### src/rtl/cidr_pkg.sv
`default_nettype none

package cidr_pkg;

  // item kinds
  localparam logic KIND_EXEC = 1'b0;
  localparam logic KIND_LOAD = 1'b1;

  // opcode forms, bits 2:0
  localparam logic [2:0] FORM_PAIR = 3'd3;
  localparam logic [2:0] FORM_INC8 = 3'd4;
  localparam logic [2:0] FORM_DEC8 = 3'd5;

  // 8-bit targets, bits 5:3
  localparam logic [2:0] TGT_B   = 3'd0;
  localparam logic [2:0] TGT_C   = 3'd1;
  localparam logic [2:0] TGT_D   = 3'd2;
  localparam logic [2:0] TGT_E   = 3'd3;
  localparam logic [2:0] TGT_H   = 3'd4;
  localparam logic [2:0] TGT_L   = 3'd5;
  localparam logic [2:0] TGT_MEM = 3'd6;
  localparam logic [2:0] TGT_A   = 3'd7;

  // pair codes, bits 5:4
  localparam logic [1:0] PAIR_BC = 2'd0;
  localparam logic [1:0] PAIR_DE = 2'd1;
  localparam logic [1:0] PAIR_HL = 2'd2;
  localparam logic [1:0] PAIR_SP = 2'd3;

  // load selects
  localparam logic [2:0] LSEL_AF = 3'd0;
  localparam logic [2:0] LSEL_BC = 3'd1;
  localparam logic [2:0] LSEL_DE = 3'd2;
  localparam logic [2:0] LSEL_HL = 3'd3;
  localparam logic [2:0] LSEL_SP = 3'd4;

  // cycle counts
  localparam logic [3:0] CYC_NONE = 4'd0;
  localparam logic [3:0] CYC_R8   = 4'd4;
  localparam logic [3:0] CYC_PAIR = 4'd8;
  localparam logic [3:0] CYC_MEM  = 4'd12;

  // flag nibble positions
  localparam int FLAG_Z = 3;
  localparam int FLAG_N = 2;
  localparam int FLAG_H = 1;
  localparam int FLAG_C = 0;

  typedef struct packed {
    logic [7:0]  a;
    logic [3:0]  flags;
    logic [15:0] bc;
    logic [15:0] de;
    logic [15:0] hl;
    logic [15:0] sp;
  } regs_t;

  typedef struct packed {
    logic        kind;
    logic [7:0]  opcode;
    logic [7:0]  mem_read_data;
    logic [2:0]  load_select;
    logic [15:0] load_value;
  } item_t;

  typedef struct packed {
    logic        mem_write;
    logic [15:0] mem_addr;
    logic [7:0]  mem_write_data;
    logic [3:0]  cycles;
    logic        opcode_ok;
  } result_t;

endpackage

`default_nettype wire

### src/rtl/cidr_exec.sv
`default_nettype none

module cidr_exec (
  input  wire cidr_pkg::regs_t   cur,
  input  wire cidr_pkg::item_t   item,
  output cidr_pkg::regs_t        nxt,
  output cidr_pkg::result_t      res
);

  logic [2:0]  form;
  logic [2:0]  tgt;
  logic [1:0]  psel;
  logic        dec;
  logic [15:0] pval;
  logic [15:0] pres;
  logic [7:0]  opnd;
  logic [7:0]  r8;
  logic [3:0]  fl8;

  assign form = item.opcode[2:0];
  assign tgt  = item.opcode[5:3];
  assign psel = tgt[2:1];
  assign dec  = (form == cidr_pkg::FORM_DEC8);

  // pair operand and +/-1
  always_comb begin
    case (psel)
      cidr_pkg::PAIR_BC: pval = cur.bc;
      cidr_pkg::PAIR_DE: pval = cur.de;
      cidr_pkg::PAIR_HL: pval = cur.hl;
      default:           pval = cur.sp;
    endcase
    pres = tgt[0] ? (pval - 16'd1) : (pval + 16'd1);
  end

  // byte operand and flags
  always_comb begin
    case (tgt)
      cidr_pkg::TGT_B:   opnd = cur.bc[15:8];
      cidr_pkg::TGT_C:   opnd = cur.bc[7:0];
      cidr_pkg::TGT_D:   opnd = cur.de[15:8];
      cidr_pkg::TGT_E:   opnd = cur.de[7:0];
      cidr_pkg::TGT_H:   opnd = cur.hl[15:8];
      cidr_pkg::TGT_L:   opnd = cur.hl[7:0];
      cidr_pkg::TGT_MEM: opnd = item.mem_read_data;
      default:           opnd = cur.a;
    endcase
    r8 = dec ? (opnd - 8'd1) : (opnd + 8'd1);
    fl8 = '0;
    fl8[cidr_pkg::FLAG_Z] = (r8 == 8'h00);
    fl8[cidr_pkg::FLAG_N] = dec;
    fl8[cidr_pkg::FLAG_H] = dec ? (r8[3:0] == 4'hf) : (r8[3:0] == 4'h0);
    fl8[cidr_pkg::FLAG_C] = cur.flags[cidr_pkg::FLAG_C];
  end

  always_comb begin
    nxt = cur;
    res = '0;
    if (item.kind == cidr_pkg::KIND_LOAD) begin
      case (item.load_select)
        cidr_pkg::LSEL_AF: begin
          nxt.a     = item.load_value[15:8];
          nxt.flags = item.load_value[7:4];
        end
        cidr_pkg::LSEL_BC: nxt.bc = item.load_value;
        cidr_pkg::LSEL_DE: nxt.de = item.load_value;
        cidr_pkg::LSEL_HL: nxt.hl = item.load_value;
        cidr_pkg::LSEL_SP: nxt.sp = item.load_value;
        default: ;
      endcase
    end else if (item.opcode[7:6] == 2'b00) begin
      if (form == cidr_pkg::FORM_PAIR) begin
        case (psel)
          cidr_pkg::PAIR_BC: nxt.bc = pres;
          cidr_pkg::PAIR_DE: nxt.de = pres;
          cidr_pkg::PAIR_HL: nxt.hl = pres;
          default:           nxt.sp = pres;
        endcase
        res.cycles    = cidr_pkg::CYC_PAIR;
        res.opcode_ok = 1'b1;
      end else if (form == cidr_pkg::FORM_INC8 || form == cidr_pkg::FORM_DEC8) begin
        nxt.flags     = fl8;
        res.opcode_ok = 1'b1;
        res.cycles    = cidr_pkg::CYC_R8;
        case (tgt)
          cidr_pkg::TGT_B: nxt.bc[15:8] = r8;
          cidr_pkg::TGT_C: nxt.bc[7:0]  = r8;
          cidr_pkg::TGT_D: nxt.de[15:8] = r8;
          cidr_pkg::TGT_E: nxt.de[7:0]  = r8;
          cidr_pkg::TGT_H: nxt.hl[15:8] = r8;
          cidr_pkg::TGT_L: nxt.hl[7:0]  = r8;
          cidr_pkg::TGT_MEM: begin
            res.mem_write      = 1'b1;
            res.mem_addr       = cur.hl;
            res.mem_write_data = r8;
            res.cycles         = cidr_pkg::CYC_MEM;
          end
          default: nxt.a = r8;
        endcase
      end
    end
  end

endmodule

`default_nettype wire

### src/rtl/cpu_inc_dec_register_unit.sv
// INC/DEC execution unit with its own register file (A, F, BC, DE, HL, SP).
// Each request either runs one opcode (8-bit INC/DEC on B..L, A or the byte
// at (HL), or 16-bit pair INC/DEC) or loads one register word. Requests are
// taken at one per clock while in_stall is low: a request is captured in an input register, runs
// through one pass of increment/decrement and flag logic, and its result
// moves into the output register when that register is free or draining.
// The register values shown on out_a..out_sp are those after the request
// now on the output. The input register and output register let a new
// request enter while a finished one waits on out_stall; in_stall rises only
// when both are full and the output is stalled. Opcodes that are not
// INC/DEC come back with out_opcode_ok low, out_cycles zero and no change.
// A (HL) form does not touch memory itself: it reports the write on
// out_mem_write, out_mem_addr (HL) and out_mem_write_data.
`default_nettype none

module cpu_inc_dec_register_unit (
  input  wire         clk,
  input  wire         rst_n,
  // request channel
  input  wire         in_valid,
  output logic        in_stall,
  input  wire         in_kind,
  input  wire  [7:0]  in_opcode,
  input  wire  [7:0]  in_mem_read_data,
  input  wire  [2:0]  in_load_select,
  input  wire  [15:0] in_load_value,
  // result channel
  output logic        out_valid,
  input  wire         out_stall,
  output logic [7:0]  out_a,
  output logic [7:0]  out_flags,
  output logic [15:0] out_bc,
  output logic [15:0] out_de,
  output logic [15:0] out_hl,
  output logic [15:0] out_sp,
  output logic        out_mem_write,
  output logic [15:0] out_mem_addr,
  output logic [7:0]  out_mem_write_data,
  output logic [3:0]  out_cycles,
  output logic        out_opcode_ok
);

  // input register
  logic              in_valid_r;
  cidr_pkg::item_t   item_r;
  // output register
  logic              out_valid_r;
  cidr_pkg::result_t res_r;
  // architectural registers
  cidr_pkg::regs_t   regs_r;

  cidr_pkg::regs_t   regs_nxt;
  cidr_pkg::result_t res_nxt;
  logic              advance;
  logic              take;

  // execute when the output register is free or being drained
  assign advance  = in_valid_r && (!out_valid_r || !out_stall);
  assign in_stall = in_valid_r && !advance;
  assign take     = in_valid && !in_stall;

  cidr_exec u_exec (
    .cur  (regs_r),
    .item (item_r),
    .nxt  (regs_nxt),
    .res  (res_nxt)
  );

  always_ff @(posedge clk) begin
    if (!rst_n) begin
      in_valid_r  <= 1'b0;
      out_valid_r <= 1'b0;
      regs_r      <= '0;
    end else begin
      if (take) begin
        in_valid_r <= 1'b1;
      end else if (advance) begin
        in_valid_r <= 1'b0;
      end
      if (advance) begin
        out_valid_r <= 1'b1;
        regs_r      <= regs_nxt;
      end else if (!out_stall) begin
        out_valid_r <= 1'b0;
      end
    end
  end

  // payload registers
  always_ff @(posedge clk) begin
    if (take) begin
      item_r <= '{kind: in_kind, opcode: in_opcode, mem_read_data: in_mem_read_data,
                  load_select: in_load_select, load_value: in_load_value};
    end
    if (advance) begin
      res_r <= res_nxt;
    end
  end

  // register file always matches the request on the output
  assign out_valid          = out_valid_r;
  assign out_a              = regs_r.a;
  assign out_flags          = {regs_r.flags, 4'b0000};
  assign out_bc             = regs_r.bc;
  assign out_de             = regs_r.de;
  assign out_hl             = regs_r.hl;
  assign out_sp             = regs_r.sp;
  assign out_mem_write      = res_r.mem_write;
  assign out_mem_addr       = res_r.mem_addr;
  assign out_mem_write_data = res_r.mem_write_data;
  assign out_cycles         = res_r.cycles;
  assign out_opcode_ok      = res_r.opcode_ok;

endmodule

`default_nettype wire

### config.mk
export PLATFORM = sky130hd
export DESIGN_NAME = cpu_inc_dec_register_unit
export DESIGN_NICKNAME = d
export VERILOG_FILES = /design/src/rtl/cidr_pkg.sv /design/src/rtl/cidr_exec.sv /design/src/rtl/cpu_inc_dec_register_unit.sv
export SDC_FILE = /design/constraint.sdc
export NUM_CORES = 1
export LEC_CHECK = 0
export ABC_AREA = 0
export BUFFER_PORTS_ARGS = -buffer_cell sky130_fd_sc_hd__buf_2
export CORE_MARGIN = 4
export CORE_UTILIZATION = 32
export CTS_CLUSTER_DIAMETER = 100
export DETAILED_ROUTE_END_ITERATION = 8
export GPL_TIMING_DRIVEN = 0
export HOLD_SLACK_MARGIN = 0.02
export MAX_ROUTING_LAYER = met4
export REMOVE_ABC_BUFFERS = 1
export SETUP_SLACK_MARGIN = 0.2
export SLEW_MARGIN = 15
export SYNTH_ARGS = -nofsm -noshare
export SYNTH_HDL_FRONTEND = slang
export SYNTH_SLANG_ARGS = --single-unit
export TNS_END_PERCENT = 30
### constraint.sdc
create_clock -name clk -period 4.5 [get_ports clk]
set_input_delay 0.9 -clock clk [delete_from_list [all_inputs] [get_ports clk]]
set_output_delay 0.9 -clock clk [all_outputs]
set_load 0.02 [all_outputs]
==> results.cfg, run 1 <==
[grt]
global_route.usage.met3 = 0.0439
top_usage_layer = met2
aggregate_global_route_resource_usage = 0.188
number_of_global_route_vias_before_repair = 6315
overflow = 0
groute.layer.met1.usage = 0.235
largest_net_degree_at_the_start_of_global_routing = 60
antenna_found_initial = 0
groute.layer.met2.usage = 0.307
global_route_wire_length_before_repair_mm = 36.5

[cells_and_area]
final_cells = 1258
share_of_final_layout_standard_cells_stronger_than_drive_strength_1 = 0.236
antennaDiodeCount = 0
n_fill_cell = 2333
layout_common_cells = 145 x sky130_fd_sc_hd__buf_2, 78 x sky130_fd_sc_hd__dfxtp_1, 76 x sky130_fd_sc_hd__nand2_1
mostFrequentLayoutCell = sky130_fd_sc_hd__buf_2
finalNetCount = 996
finalInstanceArea_sq_mm = 0.00933
syn2layout_area_growth_pct = 24.4

[yosys]
synth_async_sr_flop_share = 0
yosys_most_used_dff = sky130_fd_sc_hd__dfxtp_1
postSynthCellCount = 793
synth_area_leader_cell = sky130_fd_sc_hd__edfxtp_1
synth-warning-count = 0
ys_top_cells_by_area = sky130_fd_sc_hd__edfxtp_1 26%, sky130_fd_sc_hd__dfxtp_1 21%, sky130_fd_sc_hd__a21oi_1 4.6%
postSynthRegisterBits = 142
synth_enable_flop_cells = 64
mappedNetlistArea_sq_mm = 0.00750
post_synth_num_cell_types = 69
syn_avg_cell_area_sq_um = 9.46
synth_largest_type_area_fraction = 0.256
ys_seq_area_frac = 0.464

[die]
dieWidth_microns = 161
design.portCount = 152
design.die.area_sq_mm = 0.0260
initial_utilization = 0.328
die_y_microns = 161
placement_row_count = 55
core_area_sq_mm = 0.0228

[clock_network]
cts.reportedPaths.clkPinSlew_ns = 0.06
tritoncts_clock_tree = built
post_cts_resized = 0
cts_made_buffers = 17
clkSinkCount = 142
count_of_hold_fix_buffers_inserted_at_cts = 0
cts_htree_levels = 4
cts_root_buf = sky130_fd_sc_hd__clkbuf_16
cts_buffer_depth = 2
cts.repair_timing.setup_buffer_count = 1
worst_skew_pair.late_latency_ns = 0.43

[sta]
maxSlewViolCount = 0
setup_ws_ns = 0.496
worst-slew-pin-transition_ns = 1.10
timing.fmax_mhz = 250
setup_tns_after_final_layout_ns = 0
final-setup-viol-count = 0
report.final.hold_viol_count = 0
final.min_clock_period_ns = 4.00
timing.final.crit_share = 0.890
grt_setup_unrepaired = false
finalClockSkew_ns = 0.00841
fin_worst_hold_slack_ns = 0.463
slew_headroom = 0.265

[power]
pwr_density_cell_mw_per_mm2 = 364
ir_drop_v = 0.000241
power_leakage_uw = 0.00383

[detailed_routing]
count_of_routing_violations_after_the_opening_detailed_route_iteration = 484
remaining_drc_errors = 0
detail_route.first_pass.iterations = 5
routed_wirelength_mm = 24.1
via_count = 6601
drt.antenna.violating_nets = 0
post_drt_wl_per_cell_microns = 19.2
route.detailed.vias_per_inst = 5.25

[setup_path]
cp_data_arrival_time_ns = 4.29
timing.critical_path.fanout_max = 21
critical_path.endpoint_type = flip-flop
timing.critical_path.from_type = flip-flop
worst-endpoint-required_ns = 4.78
r2r_cells = 12
timing_worst_setup_path_type = flip-flop to flip-flop

[placed_design]
io_buffers = 145
place_ws_ns = -0.157
dpl.hpwl_mm = 17.5
dpl.cell_count = 1213
finalWeightedCongestion = 0.891
detailed_place.area_sq_mm = 0.00860

[min_path]
hold_path.class = flip-flop to flip-flop
worst_hold_depth = 2

[status]
run_status = finished clean

[run]
drv_cap = 0
==> state kept, by name, summed over array words and instances, names as in the netlist, 2 cells and up <==
register,flops
out_a,8
out_bc,16
out_mem_write_data,8
out_hl,16
out_flags,4
out_mem_addr,16
out_cycles,2
out_sp,16
out_de,16
item_r,36
==> layer usage <==
| layer | routed length (microns) | part of all wire |
|---|---|---|
| met5 | 0 | 0 |
| met2 | 11600 | 0.48 |
| met1 | 10700 | 0.44 |
| met3 | 1570 | 0.065 |
| met4 | 338 | 0.014 |
==> worst max-delay path, stage by stage, from the launching register on <==
cell and delay (ns):
sky130_fd_sc_hd__edfxtp_1 0.76, sky130_fd_sc_hd__buf_8 0.28, sky130_fd_sc_hd__nand2_1 0.11, sky130_fd_sc_hd__or3_1 0.36, sky130_fd_sc_hd__a21o_2 0.28, sky130_fd_sc_hd__fa_1 0.46, sky130_fd_sc_hd__a21o_1 0.20, sky130_fd_sc_hd__a21oi_1 0.22
sky130_fd_sc_hd__o21bai_1 0.12, sky130_fd_sc_hd__a21oi_1 0.18, sky130_fd_sc_hd__xnor2_1 0.19, sky130_fd_sc_hd__a222oi_1 0.56, sky130_fd_sc_hd__o31ai_1 0.14
==> stage by stage <==
stage / utilization / power [uW]
after floorplan: - / 1720
after global routing: 0.408 / 3530
final: 0.408 / 3400
after global placement: 0.367 / 1860
after detailed placement: 0.377 / 1880
after CTS: 0.404 / 3420
==> area by class of cell <==
class / count / area, sq um / area share
multi-input combinational: 586 / 3750 / 0.401
timing repair buffer: 168 / 1020 / 0.109
clock inverter: 14 / 198 / 0.0212
tap: 313 / 392 / 0.0420
inverter: 17 / 63.8 / 0.00684
sequential: 142 / 3480 / 0.373
clock buffer: 18 / 429 / 0.0460
==> worst paths after layout <==
path	start	endpoint	slack (ns)
setup / recovery	item_r[31]	out_de[14]	0.50
hold / removal	out_bc[2]	out_bc[2]	0.46
setup reg to reg	item_r[31]	out_de[14]	0.50
hold reg to reg	out_bc[2]	out_bc[2]	0.46
==> report_power, final <==
part	switching [uW]	total (uW)	leakage (uW)	internal [uW]
combinational	287	449	0.00230	163
sequential	29.0	1420	0.00123	1390
clock	556	1530	0.000296	972
total	871	3400	0.00383	2530
==> synthesized netlist by cell type (all sizes together), types with 5 or more instances <==
master / instances
a211oi: 26
a21o: 16
a21oi: 70
a311oi: 6
a31oi: 12
and2: 27
and3: 5
buf: 26
clkbuf: 27
dfxtp: 78
edfxtp: 64
ha: 22
inv: 17
mux2i: 31
nand2: 76
nand2b: 6
nand3: 29
nor2: 64
nor2b: 18
nor3: 8
o211ai: 11
o21a: 7
o21ai: 67
o22ai: 8
o31ai: 9
xnor2: 18
==> cell families after synthesis <==
| logic type | Yosys count | share of synthesized area |
|---|---|---|
| flops | 142 | 0.464 |
| simple gates | 244 | 0.153 |
| xor+xnor | 20 | 0.0263 |
| fa+ha+maj | 24 | 0.0420 |
| other cells | 1 | 0.000500 |
| compound gates | 257 | 0.221 |
| buf+inv | 70 | 0.0415 |
| mux | 35 | 0.0519 |
Power figures use the tool's default switching activity.
==> run 2: changes to the inputs <==
clock period = 4.7 ns   (was 4.5 ns; I/O delays follow)
==> results.cfg, run 2 (synthesis results as in run 1) <==
[die]
placement_row_count = 55
design.portCount = 152
dieWidth_microns = 161
initial_utilization = 0.328
design.die.area_sq_mm = 0.0260
core_area_sq_mm = 0.0228
die_y_microns = 161

[cells_and_area]
share_of_final_layout_standard_cells_stronger_than_drive_strength_1 = 0.226
registers.top_by_ff_count = item_r
antennaDiodeCount = 0
layout_common_cells = 145 x sky130_fd_sc_hd__buf_2, 78 x sky130_fd_sc_hd__dfxtp_1, 76 x sky130_fd_sc_hd__nand2_1
finalNetCount = 984
mostFrequentLayoutCell = sky130_fd_sc_hd__buf_2
syn2layout_area_growth_pct = 23.2
largest_register_ff_count = 36
final_standard_cell_utilization_of_the_core = 0.404
n_fill_cell = 2347

[placed_design]
place_ws_ns = 0.0428
finalWeightedCongestion = 0.891
io_buffers = 145
dpl.hpwl_mm = 17.5

[clock_network]
tritoncts_clock_tree = built
worst_skew_pair.late_latency_ns = 0.43
cts_buffer_depth = 2
cts_htree_levels = 4
cts_made_buffers = 17
post_cts_resized = 0
cts.reportedPaths.clkPinSlew_ns = 0.06
cts_root_buf = sky130_fd_sc_hd__clkbuf_16
clkSinkCount = 142

[setup_path]
worst-endpoint-required_ns = 4.98
critPathCapture = out_de[14]
crit_path_slowest_cell = sky130_fd_sc_hd__edfxtp_1
timing.critical_path.from_type = flip-flop
worst_path_most_repeated_cell = sky130_fd_sc_hd__a21oi_1
critical-path-max-stage-delay_ns = 0.86
r2r_slack_ns = 0.45
cp_data_arrival_time_ns = 4.53
critical_path.endpoint_type = flip-flop
path_cells = inv_2, or3_1, a21o_2, fa_1, a21o_1, a21oi_1, o21bai_1, a21oi_1, xnor2_1, a222oi_1, o31ai_1
r2r_cells = 11
critical_path.reg2reg.startpoint = item_r[30]
critical_path.startpoint = item_r[30]
timing_worst_setup_path_type = flip-flop to flip-flop
reg2reg_to = out_de[14]
timing.critical_path.fanout_max = 17

[sta]
slew_headroom = 0.258
report.final.hold_viol_count = 0
finalClockSkew_ns = 0.00928
final-setup-viol-count = 0
maxSlewViolCount = 0
final.min_clock_period_ns = 4.25
setup_ws_ns = 0.455
worst-slew-pin-transition_ns = 1.11
timing.fmax_mhz = 236
timing.final.crit_share = 0.903
grt_setup_unrepaired = false

[detailed_routing]
via_count = 6539
routed_wirelength_mm = 24.1
detail_route.first_pass.iterations = 5
route.detailed.vias_per_inst = 5.25
remaining_drc_errors = 0
post_drt_wl_per_cell_microns = 19.3
count_of_routing_violations_after_the_opening_detailed_route_iteration = 442
drt.antenna.violating_nets = 0

[power]
pwr_density_cell_mw_per_mm2 = 351
totalPowerFinal_uw = 3240
ir_drop_v = 0.000228
power_leakage_uw = 0.00377

[grt]
antenna_found_initial = 0
number_of_global_route_vias_before_repair = 6315
overflow = 0
global_route_wire_length_before_repair_mm = 36.5
aggregate_global_route_resource_usage = 0.188
largest_net_degree_at_the_start_of_global_routing = 60

[run]
drv_cap = 0

[status]
run_status = finished clean

[min_path]
hold_path.class = flip-flop to flip-flop
-- run 2: cell types whose count changed in the layout (fill, tap and decap cells not counted) --
| cell | change |
|---|---|
| sky130_fd_sc_hd__buf_4 | -12 |
-- run 2: layer usage --
metal / track usage / vias up / share of wire
met5: - / - / 0
met2: 0.307 / 241 / 0.48
met3: 0.0439 / 23 / 0.065
li1: - / 3157 / -
met1: 0.235 / 3118 / 0.44
met4: 0.0523 / 0 / 0.012
-- run 2: final cells by class --
| cell class | count | area [sq um] | share of cell area |
|---|---|---|---|
| multi-input cells | 586 | 3750 | 0.405 |
| flip-flops and latches | 142 | 3480 | 0.377 |
| repair buffers | 156 | 930 | 0.101 |
| clock buffers | 18 | 429 | 0.0464 |
| well taps | 313 | 392 | 0.0424 |
| clock inverters | 14 | 198 | 0.0214 |
| inverters | 17 | 63.8 | 0.00690 |
-- run 2: per-stage QoR --
step	TNS [ns]	hold slack (ns)	std cells	area (sq um)
finish	0	0.463	1246	9240
floorplan	0	0.444	745	7270
CTS	0	0.464	1246	9240
detailed placement	0	0.458	1213	8600
global placement	-91.65	0.447	1203	8390
global route	0	0.484	1246	9240
-- run 2: worst min-delay path by stage --
stage / endpoint / cells past startpoint / startpoint / slack (ns)
2_1_floorplan: out_valid / 2 / in_valid_r / 0.44
3_3_place_gp: out_flags[4] / 2 / out_flags[4] / 0.45
3_5_place_dp: out_bc[2] / 2 / out_bc[2] / 0.46
4_1_cts: out_bc[2] / 2 / out_bc[2] / 0.46
5_1_grt: out_flags[4] / 2 / out_flags[4] / 0.48
6_report: out_bc[2] / 2 / out_bc[2] / 0.46
-- run 2: worst max-delay path: cells and delay by family (launching register included) --
| family | cells | cell delay [ns] |
|---|---|---|
| compound gates | 7 | 1.70 |
| xor+xnor | 1 | 0.19 |
| fa+ha+maj | 1 | 0.46 |
| buf+inv | 1 | 0.39 |
| flops | 1 | 0.86 |
| simple gates | 1 | 0.49 |
-- run 2: what timing repair did --
item	CTS	global route
hold buffers	0	0
setup endpoints to repair	6	0
buffers inserted	1	0
-- run 2: where the power goes --
part | leakage (uW) | switching, uW | internal, uW
Clock | 0.000296 | 531 | 931
Combinational | 0.00224 | 268 | 149
Sequential | 0.00123 | 32.5 | 1330
Total | 0.00377 | 831 | 2410
==> run 3: changes to the inputs <==
GPL_TIMING_DRIVEN = default   (was 0)
SYNTH_HIERARCHICAL = 1   (was default)
==> results.cfg, run 3 <==
[status]
run_status = finished clean

[setup_path]
reg2reg_to = out_hl[14]
r2r_slack_ns = 0.66
critical_path.startpoint = item_r[30]
cp_data_arrival_time_ns = 4.34
timing.critical_path.fanout_max = 14
critical_path.reg2reg.startpoint = item_r[30]
worst-endpoint-required_ns = 5.00
r2r_cells = 17
timing_worst_setup_path_type = flip-flop to flip-flop
critical_path.endpoint_type = flip-flop
timing.critical_path.from_type = flip-flop
critPathCapture = out_hl[14]

[placed_design]
dpl.hpwl_mm = 30.2
dpl.cell_count = 1715
io_buffers = 147
finalWeightedCongestion = 0.990
place_ws_ns = 0.559

[yosys]
post_synth_num_cell_types = 76
synth_area_leader_cell = sky130_fd_sc_hd__edfxtp_1
postSynthRegisterBits = 144
ys_seq_area_frac = 0.352
synth_enable_flop_cells = 66
syn_avg_cell_area_sq_um = 8.27
mappedNetlistArea_sq_mm = 0.0101
synth_largest_type_area_fraction = 0.197
synth_common_cells = 281 x sky130_fd_sc_hd__nand2_1, 104 x sky130_fd_sc_hd__mux2i_1, 78 x sky130_fd_sc_hd__dfxtp_1
synthMostInstantiatedCell = sky130_fd_sc_hd__nand2_1
postSynthCellCount = 1218
synth-warning-count = 6
synth_async_sr_flop_share = 0
ys_top_cells_by_area = sky130_fd_sc_hd__edfxtp_1 20%, sky130_fd_sc_hd__dfxtp_1 16%, sky130_fd_sc_hd__nand2_1 10%
yosys_most_used_dff = sky130_fd_sc_hd__dfxtp_1

[clock_network]
cts_htree_levels = 4
post_cts_resized = 0
worst_skew_pair.late_latency_ns = 0.45
cts.repair_timing.setup_buffer_count = 0
tritoncts_clock_tree = built
cts_buffer_depth = 2
cts_root_buf = sky130_fd_sc_hd__clkbuf_16
clkSinkCount = 144
count_of_hold_fix_buffers_inserted_at_cts = 0
cts_made_buffers = 17
cts.reportedPaths.clkPinSlew_ns = 0.06

[sta]
worst-slew-pin-transition_ns = 1.16
slew_headroom = 0.229
setup_ws_ns = 0.660
setup_tns_after_final_layout_ns = 0
final.min_clock_period_ns = 4.04
timing.fmax_mhz = 248
timing.final.crit_share = 0.860
maxSlewViolCount = 0
final-setup-viol-count = 0
finalClockSkew_ns = 0.0195
report.final.hold_viol_count = 0
fin_worst_hold_slack_ns = 0.474
grt_setup_unrepaired = false

[power]
pwr_density_cell_mw_per_mm2 = 302
p_int_uw = 2430
switching_power_uw = 1140
power_leakage_uw = 0.00457
share_clk_of_total_power = 0.406
share_comb_of_total_power = 0.196
sw_frac_of_total = 0.320
power.sequential.fraction = 0.398
ir_drop_v = 0.000205

[die]
core_area_sq_mm = 0.0308
design.portCount = 152
dieWidth_microns = 185
design.die.area_sq_mm = 0.0344
die_y_microns = 185
initial_utilization = 0.327
placement_row_count = 64

[cells_and_area]
syn2layout_area_growth_pct = 17.4
largest_register_ff_count = 36
finalNetCount = 1401
final_cells = 1747
mostFrequentLayoutCell = sky130_fd_sc_hd__nand2_1
final_standard_cell_utilization_of_the_core = 0.383
registers.top_by_ff_count = item_r
n_fill_cell = 3185
layout_common_cells = 281 x sky130_fd_sc_hd__nand2_1, 146 x sky130_fd_sc_hd__buf_2, 104 x sky130_fd_sc_hd__mux2i_1
antennaDiodeCount = 0
share_of_final_layout_standard_cells_stronger_than_drive_strength_1 = 0.184

[min_path]
worst_hold_depth = 2
hold_path.class = flip-flop to flip-flop

[detailed_routing]
remaining_drc_errors = 0
post_drt_wl_per_cell_microns = 24.3
routed_wirelength_mm = 42.4
drt.antenna.violating_nets = 0
via_count = 10200
count_of_routing_violations_after_the_opening_detailed_route_iteration = 1359
detail_route.first_pass.iterations = 5
route.detailed.vias_per_inst = 5.81

[run]
drv_cap = 0

[grt]
number_of_global_route_vias_before_repair = 9488
overflow = 0
global_route_wire_length_before_repair_mm = 62.4
aggregate_global_route_resource_usage = 0.251
largest_net_degree_at_the_start_of_global_routing = 155
antenna_found_initial = 0
==> run 3: layer usage <==
metal  GRT usage  routed length [microns]  up-vias
met1       0.359                    19300     4871
met2       0.369                    18600      540
met4      0.0784                     1200        0
met3      0.0318                     3220       88
met5           -                        0        -
li1            -                        -     4655
==> run 3: final cells by class <==
class,count,area (sq um),share of cell area
multi-input cells,969,6050,0.512
flip-flops and latches,144,3540,0.300
repair buffers,186,1060,0.0893
inverters,20,75.1,0.00635
well taps,396,495,0.0419
clock inverters,13,165,0.0140
clock buffers,19,433,0.0366
==> run 3: worst min path at each step <==
stage	start	endpoint	slack (ns)
detailed placement	out_flags[4]	out_flags[4]	0.46
CTS	out_flags[4]	out_flags[4]	0.48
floorplan	in_valid_r	out_valid	0.47
global route	out_flags[4]	out_flags[4]	0.52
finish	out_flags[4]	out_flags[4]	0.47
global placement	out_flags[4]	out_flags[4]	0.47
==> run 3: stage by stage <==
stage	power, uW	cell area [sq um]
global route	3700	11800
floorplan	1850	9640
detailed placement	2130	11200
CTS	3580	11800
finish	3570	11800
global placement	2130	11200
==> run 3: power by group through the flow <==
stage,Sequential [uW],Combinational (uW),Clock (uW)
floorplan,1490,368,0
global placement,1450,682,0
detailed placement,1450,683,0
CTS,1420,685,1480
global route,1430,747,1530
finish,1420,698,1450
==> run 3: logic make-up after synthesis <==
family                     count (synthesis)  synth area share
DFF                                      144             0.352
other                                      2          0.000746
adders and majority gates                 23            0.0301
buffers and inverters                    109            0.0514
xor gates and xnor gates                  17            0.0163
muxes                                    118             0.131
AOI/OAI and AO/OA                        319             0.205
and+or+nand+nor                          486             0.214
==> run 3: worst max-delay path, stage by stage, from the launching register on <==
cell,delay [ns]
sky130_fd_sc_hd__edfxtp_1,0.43
sky130_fd_sc_hd__buf_4,0.25
sky130_fd_sc_hd__clkinv_1,0.08
sky130_fd_sc_hd__buf_4,0.17
sky130_fd_sc_hd__o31ai_1,0.24
sky130_fd_sc_hd__a21oi_1,0.08
sky130_fd_sc_hd__o21ai_0,0.16
sky130_fd_sc_hd__o21ai_0,0.21
sky130_fd_sc_hd__fa_1,0.48
sky130_fd_sc_hd__a21o_1,0.21
sky130_fd_sc_hd__a21oi_2,0.24
sky130_fd_sc_hd__nor4b_1,0.10
sky130_fd_sc_hd__or3_1,0.48
sky130_fd_sc_hd__a221o_1,0.35
sky130_fd_sc_hd__a32oi_1,0.17
sky130_fd_sc_hd__o211ai_1,0.10
sky130_fd_sc_hd__nand2_1,0.07
sky130_fd_sc_hd__mux2i_1,0.07
